<file path="src/hw/rtl/knxrx_pkg.sv">
// knxrx_pkg: types and constants shared by the twisted-pair frame receiver
// no dependencies; compile first

package knxrx_pkg;

    localparam int CfgIdxW = 8;

    // frame layout
    localparam logic [4:0] HDR_LEN      = 5'd6;
    localparam logic [4:0] FRAME_EXTRA  = 5'd7;    // header plus checksum
    localparam logic [4:0] POS_MAX      = 5'd31;
    localparam logic [7:0] XOR_GOOD     = 8'hFF;

    // header byte positions
    localparam logic [4:0] POS_CONTROL  = 5'd0;
    localparam logic [4:0] POS_SRC_HI   = 5'd1;
    localparam logic [4:0] POS_SRC_LO   = 5'd2;
    localparam logic [4:0] POS_DST_HI   = 5'd3;
    localparam logic [4:0] POS_DST_LO   = 5'd4;
    localparam logic [4:0] POS_ADDR_INF = 5'd5;

    // result status codes
    localparam logic [1:0] ST_OK        = 2'd0;
    localparam logic [1:0] ST_SHORT     = 2'd1;
    localparam logic [1:0] ST_BAD_SUM   = 2'd2;

    // record kinds
    localparam logic KIND_SUMMARY = 1'b0;
    localparam logic KIND_DATA    = 1'b1;

    // register indexes
    localparam logic [CfgIdxW-1:0] CFG_MIN_LEN    = 8'd0;
    localparam logic [CfgIdxW-1:0] CFG_GROUP_MASK = 8'd1;

    // register reset values
    localparam logic [4:0] MIN_LEN_RST    = 5'd9;
    localparam logic [7:0] GROUP_MASK_RST = 8'h80;

    typedef struct packed {
        logic [7:0]  control;
        logic [15:0] source;
        logic [15:0] dest;
        logic [7:0]  addr_info;
    } t_hdr;

    typedef struct packed {
        logic       start;
        logic [1:0] status;
    } t_job;

    typedef struct packed {
        logic busy;
        logic done;
    } t_emit_stat;

endpackage

</file>
<file path="src/hw/rtl/knxrx_if.sv">
// knxrx channel interfaces: received bytes, output records, register writes
// depends on knxrx_pkg

interface knxrx_in_if;
    logic       valid;
    logic       ready;
    logic [7:0] rx_byte;
    logic       buffer_end;

    modport source (output valid, output rx_byte, output buffer_end, input ready);
    modport sink   (input valid, input rx_byte, input buffer_end, output ready);
endinterface

interface knxrx_out_if;
    logic        valid;
    logic        ready;
    logic        record_kind;
    logic [1:0]  status;
    logic [7:0]  control_byte;
    logic [15:0] source_address;
    logic [15:0] dest_address;
    logic        dest_is_group;
    logic [2:0]  route_hops;
    logic [4:0]  apdu_length;
    logic [7:0]  apdu_byte;
    logic        last;

    modport source (output valid, output record_kind, output status, output control_byte,
                    output source_address, output dest_address, output dest_is_group,
                    output route_hops, output apdu_length, output apdu_byte, output last,
                    input ready);
    modport sink   (input valid, input record_kind, input status, input control_byte,
                    input source_address, input dest_address, input dest_is_group,
                    input route_hops, input apdu_length, input apdu_byte, input last,
                    output ready);
endinterface

interface knxrx_cfg_if;
    logic                          valid;
    logic                          ready;
    logic [knxrx_pkg::CfgIdxW-1:0] index;
    logic [7:0]                    data;

    modport source (output valid, output index, output data, input ready);
    modport sink   (input valid, input index, input data, output ready);
endinterface

</file>
<file path="src/hw/rtl/knxrx_emit.sv">
// knxrx_emit: walks the records of one closed buffer into the output register
// depends on knxrx_pkg and knxrx_if

module knxrx_emit (
    input  logic                  i_clk,
    input  logic                  i_rst_n,
    input  knxrx_pkg::t_job       i_job,
    input  knxrx_pkg::t_hdr       i_hdr,
    input  logic [7:0]            i_group_mask,
    input  logic [7:0]            i_apdu_data,
    output logic [3:0]            o_apdu_idx,
    output knxrx_pkg::t_emit_stat o_stat,
    knxrx_out_if.source           o_rec
);

    logic        r_busy, n_busy;
    logic [4:0]  r_idx, n_idx;
    logic [1:0]  r_status, n_status;
    logic        r_out_valid, n_out_valid;

    logic        r_kind;
    logic [1:0]  r_st;
    logic [7:0]  r_ctl;
    logic [15:0] r_src;
    logic [15:0] r_dst;
    logic        r_grp;
    logic [2:0]  r_hop;
    logic [4:0]  r_alen;
    logic [7:0]  r_abyte;
    logic        r_last;

    logic        kind, grp, last_rec, load;
    logic [1:0]  st;
    logic [7:0]  ctl, abyte;
    logic [15:0] src, dst;
    logic [2:0]  hop;
    logic [4:0]  alen, apdu_n, idx_m1;

    assign apdu_n     = {1'b0, i_hdr.addr_info[3:0]} + 5'd1;
    assign idx_m1     = r_idx - 5'd1;
    assign o_apdu_idx = idx_m1[3:0];
    assign load       = r_busy && (!r_out_valid || o_rec.ready);

    always_comb begin
        kind     = knxrx_pkg::KIND_SUMMARY;
        st       = knxrx_pkg::ST_OK;
        ctl      = 8'd0;
        src      = 16'd0;
        dst      = 16'd0;
        grp      = 1'b0;
        hop      = 3'd0;
        alen     = 5'd0;
        abyte    = 8'd0;
        last_rec = 1'b0;
        if (r_idx == 5'd0) begin
            st = r_status;
            if (r_status == knxrx_pkg::ST_OK) begin
                ctl  = i_hdr.control;
                src  = i_hdr.source;
                dst  = i_hdr.dest;
                grp  = |(i_hdr.addr_info & i_group_mask);
                hop  = i_hdr.addr_info[6:4];
                alen = apdu_n;
            end else begin
                last_rec = 1'b1;
            end
        end else begin
            kind     = knxrx_pkg::KIND_DATA;
            abyte    = i_apdu_data;
            last_rec = (r_idx == apdu_n);
        end
    end

    assign o_stat.busy = r_busy;
    assign o_stat.done = load && last_rec;

    always_comb begin
        n_busy   = r_busy;
        n_idx    = r_idx;
        n_status = r_status;
        if (i_job.start) begin
            n_busy   = 1'b1;
            n_idx    = 5'd0;
            n_status = i_job.status;
        end else if (load && last_rec) begin
            n_busy = 1'b0;
        end else if (load) begin
            n_idx = r_idx + 5'd1;
        end
        if (load) begin
            n_out_valid = 1'b1;
        end else if (o_rec.ready) begin
            n_out_valid = 1'b0;
        end else begin
            n_out_valid = r_out_valid;
        end
    end

    always_ff @(posedge i_clk) begin
        if (!i_rst_n) begin
            r_busy      <= 1'b0;
            r_idx       <= 5'd0;
            r_status    <= knxrx_pkg::ST_OK;
            r_out_valid <= 1'b0;
        end else begin
            r_busy      <= n_busy;
            r_idx       <= n_idx;
            r_status    <= n_status;
            r_out_valid <= n_out_valid;
        end
    end

    always_ff @(posedge i_clk) begin
        if (load) begin
            r_kind  <= kind;
            r_st    <= st;
            r_ctl   <= ctl;
            r_src   <= src;
            r_dst   <= dst;
            r_grp   <= grp;
            r_hop   <= hop;
            r_alen  <= alen;
            r_abyte <= abyte;
            r_last  <= last_rec;
        end
    end

    assign o_rec.valid          = r_out_valid;
    assign o_rec.record_kind    = r_kind;
    assign o_rec.status         = r_st;
    assign o_rec.control_byte   = r_ctl;
    assign o_rec.source_address = r_src;
    assign o_rec.dest_address   = r_dst;
    assign o_rec.dest_is_group  = r_grp;
    assign o_rec.route_hops     = r_hop;
    assign o_rec.apdu_length    = r_alen;
    assign o_rec.apdu_byte      = r_abyte;
    assign o_rec.last           = r_last;

endmodule

</file>
<file path="src/hw/rtl/knx_tp_frame_receiver.sv">
// knx_tp_frame_receiver: standard-frame receiver top level, byte intake and checks
// depends on knxrx_pkg, knxrx_if and knxrx_emit
//
//   channel  | dir | request carries                    | accepted when
//   i_rx     | in  | rx_byte, buffer_end                | valid && ready
//   o_rec    | out | one summary or apdu data record    | valid && ready
//   i_cfg    | in  | index, data (min length, grp mask)| valid && ready (ready tied high)
//
// a byte is taken when valid and ready are high; header capture, xor and length
// checks are settled in the cycle of the request that carries it
// a closed buffer yields one summary and, if ok, 1 to 16 data records, one per cycle
// through the output register unless o_rec stalls it; i_rx.ready is low while they
// drain, rising again in the cycle the last record is loaded
// synchronous active-low reset clears position, xor and header, presets registers

module knx_tp_frame_receiver (
    input  logic        i_clk,
    input  logic        i_rst_n,
    knxrx_in_if.sink    i_rx,
    knxrx_out_if.source o_rec,
    knxrx_cfg_if.sink   i_cfg
);

    logic [4:0]  r_min_len;
    logic [7:0]  r_group_mask;

    logic [4:0]  r_pos, n_pos;
    logic [7:0]  r_xor, n_xor;
    knxrx_pkg::t_hdr r_hdr, n_hdr;
    logic [7:0]  r_apdu [16];

    logic        take, in_hdr, in_frame, apdu_wr;
    logic [7:0]  xor_new;
    logic [4:0]  apdu_n, frm_size, apdu_lim, length, wr_off;
    logic [1:0]  status;
    logic [3:0]  rd_idx;

    knxrx_pkg::t_job       job;
    knxrx_pkg::t_emit_stat em_stat;

    assign i_rx.ready  = !em_stat.busy || em_stat.done;
    assign i_cfg.ready = 1'b1;
    assign take        = i_rx.valid && i_rx.ready;

    always_comb begin
        n_hdr  = r_hdr;
        in_hdr = (r_pos < knxrx_pkg::HDR_LEN);
        if (in_hdr) begin
            case (r_pos)
                knxrx_pkg::POS_CONTROL: n_hdr.control       = i_rx.rx_byte;
                knxrx_pkg::POS_SRC_HI:  n_hdr.source[15:8]  = i_rx.rx_byte;
                knxrx_pkg::POS_SRC_LO:  n_hdr.source[7:0]   = i_rx.rx_byte;
                knxrx_pkg::POS_DST_HI:  n_hdr.dest[15:8]    = i_rx.rx_byte;
                knxrx_pkg::POS_DST_LO:  n_hdr.dest[7:0]     = i_rx.rx_byte;
                default:                n_hdr.addr_info     = i_rx.rx_byte;
            endcase
        end

        apdu_n    = {1'b0, n_hdr.addr_info[3:0]} + 5'd1;
        frm_size  = apdu_n + knxrx_pkg::FRAME_EXTRA;
        apdu_lim  = apdu_n + knxrx_pkg::HDR_LEN;
        in_frame  = in_hdr || (r_pos < frm_size);
        xor_new   = in_frame ? (r_xor ^ i_rx.rx_byte) : r_xor;
        apdu_wr   = take && !in_hdr && (r_pos < apdu_lim);
        wr_off    = r_pos - knxrx_pkg::HDR_LEN;
        length    = (r_pos == knxrx_pkg::POS_MAX) ? knxrx_pkg::POS_MAX : r_pos + 5'd1;

        if (length < r_min_len || length < knxrx_pkg::HDR_LEN || length < frm_size) begin
            status = knxrx_pkg::ST_SHORT;
        end else if (xor_new != knxrx_pkg::XOR_GOOD) begin
            status = knxrx_pkg::ST_BAD_SUM;
        end else begin
            status = knxrx_pkg::ST_OK;
        end

        n_pos = r_pos;
        n_xor = r_xor;
        if (take) begin
            n_pos = i_rx.buffer_end ? 5'd0 : length;
            n_xor = i_rx.buffer_end ? 8'd0 : xor_new;
        end

        job.start  = take && i_rx.buffer_end;
        job.status = status;
    end

    always_ff @(posedge i_clk) begin
        if (!i_rst_n) begin
            r_pos        <= 5'd0;
            r_xor        <= 8'd0;
            r_hdr        <= '0;
            r_min_len    <= knxrx_pkg::MIN_LEN_RST;
            r_group_mask <= knxrx_pkg::GROUP_MASK_RST;
        end else begin
            r_pos <= n_pos;
            r_xor <= n_xor;
            if (take) begin
                r_hdr <= n_hdr;
            end
            if (i_cfg.valid) begin
                case (i_cfg.index)
                    knxrx_pkg::CFG_MIN_LEN:    r_min_len    <= i_cfg.data[4:0];
                    knxrx_pkg::CFG_GROUP_MASK: r_group_mask <= i_cfg.data;
                    default: ;
                endcase
            end
        end
    end

    // apdu bytes are held still while a buffer's records drain, input is stalled then
    always_ff @(posedge i_clk) begin
        if (apdu_wr) begin
            r_apdu[wr_off[3:0]] <= i_rx.rx_byte;
        end
    end

    knxrx_emit u_emit (
        .i_clk        (i_clk),
        .i_rst_n      (i_rst_n),
        .i_job        (job),
        .i_hdr        (r_hdr),
        .i_group_mask (r_group_mask),
        .i_apdu_data  (r_apdu[rd_idx]),
        .o_apdu_idx   (rd_idx),
        .o_stat       (em_stat),
        .o_rec        (o_rec)
    );

endmodule

</file>
<file path="src/flat_wrapper.sv">
// flat-port wrapper written by rule: the top's interface ports become plain ports
module knx_tp_frame_receiver_flat 
  (i_clk, i_rst_n, i_rx_valid, i_rx_rx_byte, i_rx_buffer_end, i_rx_ready, o_rec_valid, o_rec_record_kind, o_rec_status, o_rec_control_byte, o_rec_source_address, o_rec_dest_address, o_rec_dest_is_group, o_rec_route_hops, o_rec_apdu_length, o_rec_apdu_byte, o_rec_last, o_rec_ready, i_cfg_valid, i_cfg_index, i_cfg_data, i_cfg_ready);
  knxrx_in_if i_rx_i ();
  knxrx_out_if o_rec_i ();
  knxrx_cfg_if i_cfg_i ();
  input  logic i_clk;
  input  logic i_rst_n;
  input wire logic [$bits(i_rx_i.valid)-1:0] i_rx_valid;
  input wire logic [$bits(i_rx_i.rx_byte)-1:0] i_rx_rx_byte;
  input wire logic [$bits(i_rx_i.buffer_end)-1:0] i_rx_buffer_end;
  output wire logic [$bits(i_rx_i.ready)-1:0] i_rx_ready;
  output wire logic [$bits(o_rec_i.valid)-1:0] o_rec_valid;
  output wire logic [$bits(o_rec_i.record_kind)-1:0] o_rec_record_kind;
  output wire logic [$bits(o_rec_i.status)-1:0] o_rec_status;
  output wire logic [$bits(o_rec_i.control_byte)-1:0] o_rec_control_byte;
  output wire logic [$bits(o_rec_i.source_address)-1:0] o_rec_source_address;
  output wire logic [$bits(o_rec_i.dest_address)-1:0] o_rec_dest_address;
  output wire logic [$bits(o_rec_i.dest_is_group)-1:0] o_rec_dest_is_group;
  output wire logic [$bits(o_rec_i.route_hops)-1:0] o_rec_route_hops;
  output wire logic [$bits(o_rec_i.apdu_length)-1:0] o_rec_apdu_length;
  output wire logic [$bits(o_rec_i.apdu_byte)-1:0] o_rec_apdu_byte;
  output wire logic [$bits(o_rec_i.last)-1:0] o_rec_last;
  input wire logic [$bits(o_rec_i.ready)-1:0] o_rec_ready;
  input wire logic [$bits(i_cfg_i.valid)-1:0] i_cfg_valid;
  input wire logic [$bits(i_cfg_i.index)-1:0] i_cfg_index;
  input wire logic [$bits(i_cfg_i.data)-1:0] i_cfg_data;
  output wire logic [$bits(i_cfg_i.ready)-1:0] i_cfg_ready;
  assign i_rx_i.valid = i_rx_valid;
  assign i_rx_i.rx_byte = i_rx_rx_byte;
  assign i_rx_i.buffer_end = i_rx_buffer_end;
  assign i_rx_ready = i_rx_i.ready;
  assign o_rec_valid = o_rec_i.valid;
  assign o_rec_record_kind = o_rec_i.record_kind;
  assign o_rec_status = o_rec_i.status;
  assign o_rec_control_byte = o_rec_i.control_byte;
  assign o_rec_source_address = o_rec_i.source_address;
  assign o_rec_dest_address = o_rec_i.dest_address;
  assign o_rec_dest_is_group = o_rec_i.dest_is_group;
  assign o_rec_route_hops = o_rec_i.route_hops;
  assign o_rec_apdu_length = o_rec_i.apdu_length;
  assign o_rec_apdu_byte = o_rec_i.apdu_byte;
  assign o_rec_last = o_rec_i.last;
  assign o_rec_i.ready = o_rec_ready;
  assign i_cfg_i.valid = i_cfg_valid;
  assign i_cfg_i.index = i_cfg_index;
  assign i_cfg_i.data = i_cfg_data;
  assign i_cfg_ready = i_cfg_i.ready;
  knx_tp_frame_receiver u_core (.i_clk(i_clk), .i_rst_n(i_rst_n), .i_rx(i_rx_i), .o_rec(o_rec_i), .i_cfg(i_cfg_i));
endmodule
</file>
<file path="config.mk">
export PLATFORM = sky130hd
export DESIGN_NAME = knx_tp_frame_receiver_flat
export DESIGN_NICKNAME = d
export VERILOG_FILES = /design/src/hw/rtl/knxrx_pkg.sv /design/src/hw/rtl/knxrx_if.sv /design/src/hw/rtl/knxrx_emit.sv /design/src/hw/rtl/knx_tp_frame_receiver.sv /design/src/flat_wrapper.sv
export SDC_FILE = /design/constraint.sdc
export NUM_CORES = 1
export LEC_CHECK = 0
export ABC_AREA = 1
export BUFFER_PORTS_ARGS = -buffer_cell sky130_fd_sc_hd__buf_2
export CELL_PAD_IN_SITES_DETAIL_PLACEMENT = 1
export CELL_PAD_IN_SITES_GLOBAL_PLACEMENT = 1
export CORE_UTILIZATION = 40
export DETAILED_ROUTE_END_ITERATION = 8
export PLACE_DENSITY_LB_ADDON = 0.1
export SETUP_SLACK_MARGIN = 0.5
export SLEW_MARGIN = 25
export SYNTH_ARGS = -nofsm -noshare
export SYNTH_HDL_FRONTEND = slang
export SYNTH_SLANG_ARGS = --single-unit
</file>
<file path="constraint.sdc">
create_clock -name i_clk -period 5.5 [get_ports i_clk]
set_clock_uncertainty 0.15 [all_clocks]
set_input_delay 0.825 -clock i_clk [delete_from_list [all_inputs] [get_ports i_clk]]
set_output_delay 0.825 -clock i_clk [all_outputs]
set_load 0.005 [all_outputs]
</file>
==> flow_summary_export.csv, run 1 <==
group,metric,value,unit
worst_setup_path,reg2reg_slack,0.66,ns
place,gp_congestion,0.8449,
die,start_util,40.90,%
yosys,syn_inst,1061,
die,die-area,0.02932,sq mm
yosys,synth-main-ff-cell,"edfxtp_1",
timing,rsz0062_at_grt,"yes",
detailed_routing,totalWireLength,31.14,mm
place,hpwl,20.42,mm
detailed_routing,wl_per_cell,20.06,microns
pwr,clkPwrFrac,41.5,%
detailed_routing,ant_nets,0,
pwr,ir_drop,0.2497,mV
worst_setup_path,required,5.56,ns
grt,grt_max_degree,69,
worst_setup_path,r2r-start,"u_core.r_pos[0]",
yosys,synth_edf_count,189,
finish,syn_to_final_growth,15.65,%
yosys,postSynthNetCount,1118,
hold_path,hp-class,"flip-flop to flip-flop",
clock_network,cts_setup_buffers,0,
timing,whs,0.3032,ns
clock_network,clkSinkCount,272,
clock_network,cts_tree,"yes",
grt,grt_usage,21.81,%
grt,grt_pass1_vias,8270,
grt,grt_antenna_before_repair,2,
yosys,yosysSeqAreaShare,64.04,%
timing,max_slew.worst_pin.slew,0.9546,ns
worst_setup_path,critPathKind,"flip-flop to flip-flop",
finish,drive_gt1_share,16.37,%
detailed_routing,vias_per_cell,5.209,
worst_setup_path,critical_path.endpoint_type,"flip-flop",
yosys,netlist-cell-type-count,47,
detailed_routing,vias,8085,
die,rows,61,
timing,finalCriticalPeriod,4.840,ns
timing,fmax,0.2066,GHz
pwr,leakage,4.867,nW
die,fp.dieW,171.2,microns
timing,tns,0,ns
hold_path,hold_depth,2,
worst_setup_path,cp.arrival,4.90,ns
detailed_routing,firstDrtPassIters,5,
clock_network,cts_buffers,31,
hold_path,hold_start,"u_core.r_hdr[22]",
status,outcome,"finished clean",
place,port_buffers,92,
die,io_pins,94,
worst_setup_path,reg2reg_depth,21,
yosys,ys_warn_count,0,
die,core_area,0.02801,sq mm
yosys,avgSynthCellArea,10.80,sq um
detailed_routing,drc,0,
pwr,p_sw_share,24.16,%
die,die_h,171.2,microns
finish,layout.nets,1207,
pwr,power-per-cell-area,343.0,mW/mm^2
clock_network,htreeDepth,1,
hold_path,holdPathEnd,"u_core.r_hdr[22]",
timing,slew_viol_final,0,
pwr,p_int,3.447,mW
clock_network,clk_latency,0.55,ns
worst_setup_path,r2r_end,"u_core.r_apdu[7][5]",
yosys,syn_area,0.01146,sq mm
detailed_routing,drtIter0Drc,511,
worst_setup_path,cp_max_fo,8,
pwr,seqPwrFrac,49.7,%
yosys,async_flop_share,0,%
clock_network,root_buffer,"clkbuf_16",
pwr,switchingPower,1.098,mW
grt,grt_pass1_wl,48.21,mm
yosys,ys_ff_latch,272,
timing,period_share,88.01,%
clock_network,clk_pin_slew,0.06,ns
worst_setup_path,start_kind,"flip-flop",
flow_run,cap_violations,0,
timing,setup-violations-final,0,
finish,nFillCells,3086,
timing,finalHoldViolCount,0,
grt,gr-total-overflow,0,
clock_network,ctsLongestPathBuffers,3,
timing,max-slew-margin-rel,36.29,%
pwr,combPwrFrac,8.8,%
-- per-stage QoR --
stage / std cells / util, % / worst slack, ns / total power [mW] / area (sq um)
3_3_place_gp: 1495 / 43.78 / 0.7121 / 2.697 / 12260
6_report: 1552 / 47.30 / 0.6597 / 4.545 / 13250
5_1_grt: 1551 / 47.30 / 0.3866 / 4.717 / 13250
2_1_floorplan: 1061 / - / 1.419 / 2.545 / 11460
4_1_cts: 1551 / 47.12 / 0.5088 / 4.594 / 13200
3_5_place_dp: 1495 / 43.78 / 0.4964 / 2.707 / 12260
-- kinds of logic (layout without fill, tap and decap cells) --
kind of cell / Yosys count / after routing / synth area share, %
flops: 272 / 272 / 64.04
mux: 17 / 17 / 1.485
compound gates: 226 / 226 / 11.86
buf+inv: 142 / 254 / 4.991
simple gates: 358 / 358 / 13.27
xor+xnor: 18 / 18 / 1.376
other cells: 1 / 2 / 0.03273
fa+ha+maj: 27 / 27 / 2.949
-- cell type report --
type	count	area, sq um	share of cell area, %
sequential	272	7338	55.38
multi-input combinational	647	3608	27.23
clock buffer	44	864.6	6.525
timing repair buffer	102	535.5	4.042
tap	378	473.0	3.569
inverter	96	362.8	2.738
clock inverter	12	65.06	0.4910
antenna	1	2.502	0.01889
-- how the worst max path moves through the flow --
stage,startpoint,endpoint,slack (ns),cells past startpoint
after floorplan,u_core.r_pos[0],u_core.r_apdu[10][0],1.42,21
after global placement,u_core.r_pos[0],u_core.r_apdu[6][4],0.71,21
after detailed placement,u_core.r_pos[1],u_core.r_apdu[6][7],0.50,21
after CTS,u_core.r_pos[1],u_core.r_apdu[7][1],0.51,21
after global routing,u_core.r_pos[1],u_core.r_apdu[7][1],0.39,21
final,u_core.r_pos[0],u_core.r_apdu[7][5],0.66,21
-- metal layers --
layer	track usage, %	up-vias	wire (microns)
li1	-	3874	-
met1	30.12	3991	14560
met2	35.44	162	14580
met3	2.945	56	1169
met4	7.065	2	818
met5	0	-	9
-- state kept, by name, indices dropped and copies added, names as in the netlist --
register and cells:
u_core.r_apdu 128, u_core.r_group_mask 8, u_core.r_hdr 48, u_core.r_min_len 5
u_core.r_pos 5, u_core.r_xor 8, u_core.u_emit.o_rec.apdu_byte 8, u_core.u_emit.o_rec.apdu_length 5
u_core.u_emit.o_rec.control_byte 8, u_core.u_emit.o_rec.dest_address 16, u_core.u_emit.o_rec.dest_is_group 1, u_core.u_emit.o_rec.last 1
u_core.u_emit.o_rec.record_kind 1, u_core.u_emit.o_rec.route_hops 3, u_core.u_emit.o_rec.source_address 16, u_core.u_emit.o_rec.status 2
u_core.u_emit.o_rec.valid 1, u_core.u_emit.r_busy 1, u_core.u_emit.r_idx 5, u_core.u_emit.r_status 2
-- layout by cell type, fill, tap and decap left out, types with 15 or more instances in the layout --
master	instances
buf_2	92
a21oi_1	67
edfxtp_1	189
o32ai_1	15
o221ai_1	17
nand3_1	20
ha_1	27
nand2_1	114
mux2i_1	17
clkbuf_16	31
o211ai_1	19
o21ai_0	83
inv_1	89
dfxtp_1	82
nor2_1	170
-- power by group through the flow --
| stage | Sequential [mW] | Clock (mW) | Combinational [mW] |
|---|---|---|---|
| 2_1_floorplan | 2.30 | 0 | 0.246 |
| 3_3_place_gp | 2.30 | 0 | 0.396 |
| 3_5_place_dp | 2.30 | 0 | 0.405 |
| 4_1_cts | 2.26 | 1.93 | 0.407 |
| 5_1_grt | 2.26 | 2.00 | 0.451 |
| 6_report | 2.26 | 1.89 | 0.401 |
-- cell usage after synthesis (7+ instances only) --
| master | instances | area [sq um] |
|---|---|---|
| edfxtp_1 | 189 | 5675 |
| nor2_1 | 186 | 698.2 |
| nand2_1 | 114 | 427.9 |
| inv_1 | 90 | 337.8 |
| dfxtp_1 | 83 | 1662 |
| o21ai_0 | 83 | 415.4 |
| a21oi_1 | 67 | 335.3 |
| clkbuf_1 | 31 | 116.4 |
| ha_1 | 27 | 337.8 |
| nand3_1 | 21 | 105.1 |
| o211ai_1 | 19 | 142.6 |
| mux2i_1 | 17 | 170.2 |
| o221ai_1 | 17 | 148.9 |
| o32ai_1 | 15 | 131.4 |
| xnor2_1 | 10 | 87.58 |
| nand2_2 | 9 | 56.30 |
| xor2_1 | 8 | 70.07 |
| a22oi_1 | 7 | 52.55 |
-- repair_timing --
action,in CTS,in global routing
hold buffers,0,0
setup endpoints to repair,16,128
cloned,0,0
gates resized for setup,2,17
-- worst max-delay path, stage by stage (launching register included) --
cell      delay [ns]
dfxtp_1         0.44
inv_1           0.14
ha_1            0.25
nand2_1         0.10
nand2_1         0.07
nor2_1          0.14
nand3_1         0.18
or2_2           0.33
o21ai_2         0.12
inv_1           0.10
ha_1            0.23
xor2_1          0.19
ha_1            0.25
xor2_1          0.16
ha_1            0.28
nand2_1         0.08
nor2_1          0.05
o21ai_0         0.06
o211ai_1        0.12
nor3_2          0.28
nand2_1         0.34
nor2_2          0.44
Note: power is estimated with default switching activity, not from simulation.
==> run 2, diff against run 1 <==
SETUP_SLACK_MARGIN = 0.4   (was 0.5)
clock period = 4.7 ns   (was 5.5 ns; I/O delays follow)
==> flow_summary_export.csv, run 2 (synthesis gave the netlist of run 1 again) <==
group,metric,value,unit
status,outcome,"finished clean",
grt,top_usage_layer,"met2",
timing,rsz0062_at_grt,"yes",
timing,whs,0.1995,ns
worst_setup_path,critical_path.endpoint_type,"flip-flop",
timing,max_slew.worst_pin.slew,0.9166,ns
clock_network,clk_pin_slew,0.06,ns
clock_network,root_buffer,"clkbuf_16",
worst_setup_path,critPathKind,"flip-flop to flip-flop",
pwr,combPwrFrac,9.2,%
die,die-area,0.02932,sq mm
pwr,switchingPower,1.298,mW
die,io_pins,94,
clock_network,cts_tree,"yes",
timing,max-slew-margin-rel,38.83,%
timing,finalCriticalPeriod,4.133,ns
grt,gr-total-overflow,0,
grt,grt_usage,21.72,%
timing,setup-violations-final,0,
worst_setup_path,timing.critical_path.cells,"clkinvlp_4, ha_2, nand2_1, nand2_1, nand2_1, nand3_4, or2_4, o21ai_4, inv_2, ha_2, xor2_2, ha_2, xor2_1, ha_1, nand2_1, nor2_1, o21ai_0, o211ai_1, nor3_2, buf_4, nand2_4, nor2_1, buf_4",
detailed_routing,vias,8097,
detailed_routing,ant_nets,0,
timing,fmax,0.2419,GHz
grt,use_met3,2.646,%
finish,layout.nets,1232,
flow_run,cap_violations,0,
place,hpwl,20.29,mm
detailed_routing,firstDrtPassIters,4,
finish,layout_commonest_cell,"edfxtp_1",
timing,tns,0,ns
worst_setup_path,cp.arrival,4.24,ns
timing,period_share,87.94,%
grt,grt_max_degree,69,
detailed_routing,drtIter0Drc,532,
clock_network,htreeDepth,1,
detailed_routing,wl_per_cell,19.79,microns
finish,most-common-layout-cells,"edfxtp_1, nor2_1, nand2_1",
die,start_util,40.90,%
clock_network,holdBufCountCts,0,
clock_network,clkSinkCount,272,
pwr,power-per-cell-area,393.3,mW/mm^2
pwr,seqPwrFrac,49.6,%
worst_setup_path,start_kind,"flip-flop",
worst_setup_path,worstPathBufferInverterCount,4,
pwr,clkPwrFrac,41.2,%
grt,grt_antenna_before_repair,1,
clock_network,clk_latency,0.56,ns
finish,syn_to_final_growth,18.22,%
pwr,leakage,5.057,nW
worst_setup_path,crit_top_cell,"nand2_1",
die,core_area,0.02801,sq mm
detailed_routing,totalWireLength,31.15,mm
worst_setup_path,cp_slowest_stage_delay,0.39,ns
die,fp.dieW,171.2,microns
grt,grt_pass1_vias,8260,
finish,largest_reg_flops,128,
pwr,ir_drop,0.3103,mV
die,rows,61,
worst_setup_path,reg2reg_slack,0.57,ns
grt,use_met2,35.67,%
grt,grt_pass1_wl,48.13,mm
clock_network,ctsLongestPathBuffers,3,
detailed_routing,vias_per_cell,5.144,
timing,finalHoldViolCount,0,
timing,slew_viol_final,0,
finish,antenna_cells,0,
worst_setup_path,cp_max_fo,8,
worst_setup_path,path_delay_family,"simple AND/OR/NAND/NOR gates",
worst_setup_path,required,4.81,ns
finish,drive_gt1_share,19.23,%
worst_setup_path,slowest_stage,"dfxtp_4",
detailed_routing,drc,0,
die,die_h,171.2,microns
pwr,p_sw_share,24.37,%
hold_path,hp-class,"input port to flip-flop",
grt,grt.met1_usage,30.79,%
clock_network,cts_buffers,30,
pwr,p_int,4.028,mW
place,port_buffers,92,
place,gp_congestion,0.8518,
## run 2: area by class of cell
cell class                      count  area (sq um)
Clock buffer                       37         797.0
Clock inverter                     16         127.6
Fill cell                        3098         14470
Inverter                           96         370.4
Multi-Input combinational cell    647          3692
Sequential cell                   272          7346
Tap cell                          378         473.0
Timing Repair Buffer              128         738.2
## run 2: what timing repair did
item | 4_1_cts | 5_1_grt
buffers inserted | 1 | 5
hold endpoints to repair | 0 | 0
endpoints found under the setup margin | 128 | 132
pin swaps | 1 | 3
resized for setup | 5 | 38
## run 2: power by group through the flow
| stage | clock network [mW] | registers [mW] | logic [mW] |
|---|---|---|---|
| 5_1_grt | 2.33 | 2.65 | 0.547 |
| 2_1_floorplan | 0 | 2.69 | 0.288 |
| 3_3_place_gp | 0 | 2.69 | 0.467 |
| 4_1_cts | 2.25 | 2.64 | 0.477 |
| 3_5_place_dp | 0 | 2.69 | 0.474 |
| 6_report | 2.20 | 2.64 | 0.489 |
## run 2: final timing paths
path | startpoint | to | depth (start not counted)
worst max-delay path | u_core.r_pos[0] | u_core.r_apdu[14][4] | 23
worst min register to register | u_core.r_hdr[21] | u_core.r_hdr[21] | 2
worst max register to register | u_core.r_pos[0] | u_core.r_apdu[14][4] | 23
worst min-delay path | i_cfg_data[7] | u_core.r_group_mask[7] | 3
## run 2: metrics by stage
step                      instances  cell area [sq um]  util [%]  setup slack [ns]  power [mW]
final                          1574              13540     48.35            0.5669       5.327
after global routing           1574              13540     48.35            0.3725       5.526
after CTS                      1569              13360     47.68            0.4005       5.366
after detailed placement       1515              12410     44.32            0.1745       3.168
after global placement         1515              12410     44.32            0.2251       3.160
after floorplan                1061              11460         -            0.6191       2.978
## run 2: routing by layer
metal / wire, microns / up-vias
met5: 0 / -
met4: 446 / 0
met3: 1377 / 29
met2: 14900 / 175
met1: 14430 / 3971
li1: - / 3922
## run 2: worst min-delay path, cell delays in order
cell and delay (ns):
buf_2 0.08, nand2_1 0.04, nand3_1 0.05
==> run 3, diff against run 2 <==
CTS_BUF_LIST = sky130_fd_sc_hd__clkbuf_16   (was unset)
==> flow_summary_export.csv, run 3 (synthesis gave the netlist of run 1 again) <==
group,metric,value,unit
die,io_pins,94,
timing,whs,0.1991,ns
worst_setup_path,start_kind,"flip-flop",
finish,layout_commonest_cell,"edfxtp_1",
worst_setup_path,critPathKind,"flip-flop to flip-flop",
clock_network,clk_pin_slew,0.06,ns
timing,finalCriticalPeriod,4.129,ns
detailed_routing,drtIter0Drc,460,
die,fp.dieW,171.2,microns
detailed_routing,firstDrtPassIters,4,
timing,max-slew-margin-rel,39.37,%
finish,finish.utilization,48.28,%
finish,fin_area,0.01352,sq mm
finish,nFillCells,3099,
place,dp_slack,0.1745,ns
detailed_routing,vias,8086,
worst_setup_path,critical_path.endpoint_type,"flip-flop",
worst_setup_path,cp.arrival,4.24,ns
die,rows,61,
detailed_routing,drc,0,
timing,setup_ws,0.5712,ns
pwr,finalPower,5.279,mW
finish,regArea,0.007346,sq mm
finish,syn_to_final_growth,18.04,%
timing,setup-violations-final,0,
timing,period_share,87.85,%
timing,rsz0062_at_grt,"yes",
clock_network,holdBufCountCts,0,
place,dpl-instance-area,0.01241,sq mm
die,start_util,40.90,%
finish,largest_reg_flops,128,
worst_setup_path,timing.critical_path.cells,"clkinvlp_4, ha_2, nand2_1, nand2_1, nand2_1, nand3_4, or2_4, o21ai_4, inv_2, ha_2, xor2_2, ha_2, xor2_1, ha_1, nand2_1, nor2_1, o21ai_0, o211ai_1, nor3_2, buf_4, nand2_4, nor2_1, buf_4",
pwr,power-per-cell-area,390.3,mW/mm^2
worst_setup_path,cp_slowest_stage_delay,0.39,ns
finish,most-common-layout-cells,"edfxtp_1, nor2_1, nand2_1",
place,hpwl,20.29,mm
die,core_area,0.02801,sq mm
grt,grt_usage,21.71,%
timing,slew_viol_final,0,
clock_network,clk_latency,0.57,ns
place,gp_congestion,0.8518,
worst_setup_path,required,4.81,ns
timing,max_slew.worst_pin.slew,0.9085,ns
status,outcome,"finished clean",
worst_setup_path,worstPathBufferInverterCount,4,
clock_network,ctsLongestPathBuffers,3,
timing,tns,0,ns
timing,fmax,0.2422,GHz
clock_network,htreeDepth,1,
die,die-area,0.02932,sq mm
grt,grt_max_degree,69,
worst_setup_path,cp_max_fo,8,
finish,antenna_cells,0,
worst_setup_path,crit_top_cell,"nand2_1",
die,die_h,171.2,microns
flow_run,cap_violations,0,
detailed_routing,totalWireLength,31.17,mm
place,port_buffers,92,
clock_network,cts_buffers,30,
grt,grt_pass1_wl,48.07,mm
place,dp.cells,1515,
worst_setup_path,slowest_stage,"dfxtp_4",
pwr,ir_drop,0.3103,mV
pwr,leakage,5.066,nW
detailed_routing,vias_per_cell,5.137,
finish,multiInputGateArea,0.003692,sq mm
finish,instances_no_fill,1574,
clock_network,clkSinkCount,272,
hold_path,hp-class,"input port to flip-flop",
grt,gr-total-overflow,0,
clock_network,root_buffer,"clkbuf_16",
grt,grt_pass1_vias,8249,
grt,grt_antenna_before_repair,1,
detailed_routing,ant_nets,0,
worst_setup_path,path_delay_family,"simple AND/OR/NAND/NOR gates",
detailed_routing,wl_per_cell,19.80,microns
timing,finalHoldViolCount,0,
clock_network,cts_tree,"yes",
finish,layout.nets,1232,
finish,drive_gt1_share,19.06,%
## run 3: final timing paths
path / start / endpoint / slack, ns / cells past startpoint
setup / recovery: u_core.r_pos[0] / u_core.r_apdu[14][4] / 0.57 / 23
hold / removal: i_cfg_data[7] / u_core.r_group_mask[7] / 0.20 / 3
setup reg to reg: u_core.r_pos[0] / u_core.r_apdu[14][4] / 0.57 / 23
hold reg to reg: u_core.r_hdr[21] / u_core.r_hdr[21] / 0.31 / 2
## run 3: timing repair
| action | 4_1_cts | 5_1_grt |
|---|---|---|
| endpoints found under the setup margin | 128 | 132 |
| buffers inserted | 1 | 5 |
| pin swaps | 1 | 3 |
| resized for setup | 5 | 38 |
## run 3: per-layer routing
metal  track usage, %  vias to the layer above  routed length, microns
met5                0                        -                       0
met4            4.581                        0                     431
met3            2.669                       27                    1427
met2            35.75                      169                   14990
met1            30.68                     3967                   14320
li1                 -                     3923                       -
## run 3: final cells by class
cell class              count  share of cell area, %
clock buffers              30                  5.551
clock inverters            23                  1.138
inverters                  96                  2.738
multi-input cells         647                  27.30
flip-flops and latches    272                  54.32
well taps                 378                  3.497
repair buffers            128                  5.458
## run 3: power breakdown
part / switching [mW] / total (mW) / internal, mW / leakage [nW]
clock network: 0.937 / 2.15 / 1.21 / 0.468
registers: 0.0270 / 2.64 / 2.62 / 2.40
logic: 0.330 / 0.489 / 0.158 / 2.20
total: 1.29 / 5.28 / 3.98 / 5.07
## run 3: worst register-to-register path: stages, from the launching register on
cell and delay [ns]:
dfxtp_4 0.39, clkinvlp_4 0.15, ha_2 0.24, nand2_1 0.10, nand2_1 0.06, nand2_1 0.12, nand3_4 0.12, or2_4 0.26
o21ai_4 0.09, inv_2 0.08, ha_2 0.21, xor2_2 0.18, ha_2 0.20, xor2_1 0.16, ha_1 0.27, nand2_1 0.09
nor2_1 0.05, o21ai_0 0.06, o211ai_1 0.12, nor3_2 0.16, buf_4 0.20, nand2_4 0.11, nor2_1 0.11, buf_4 0.18
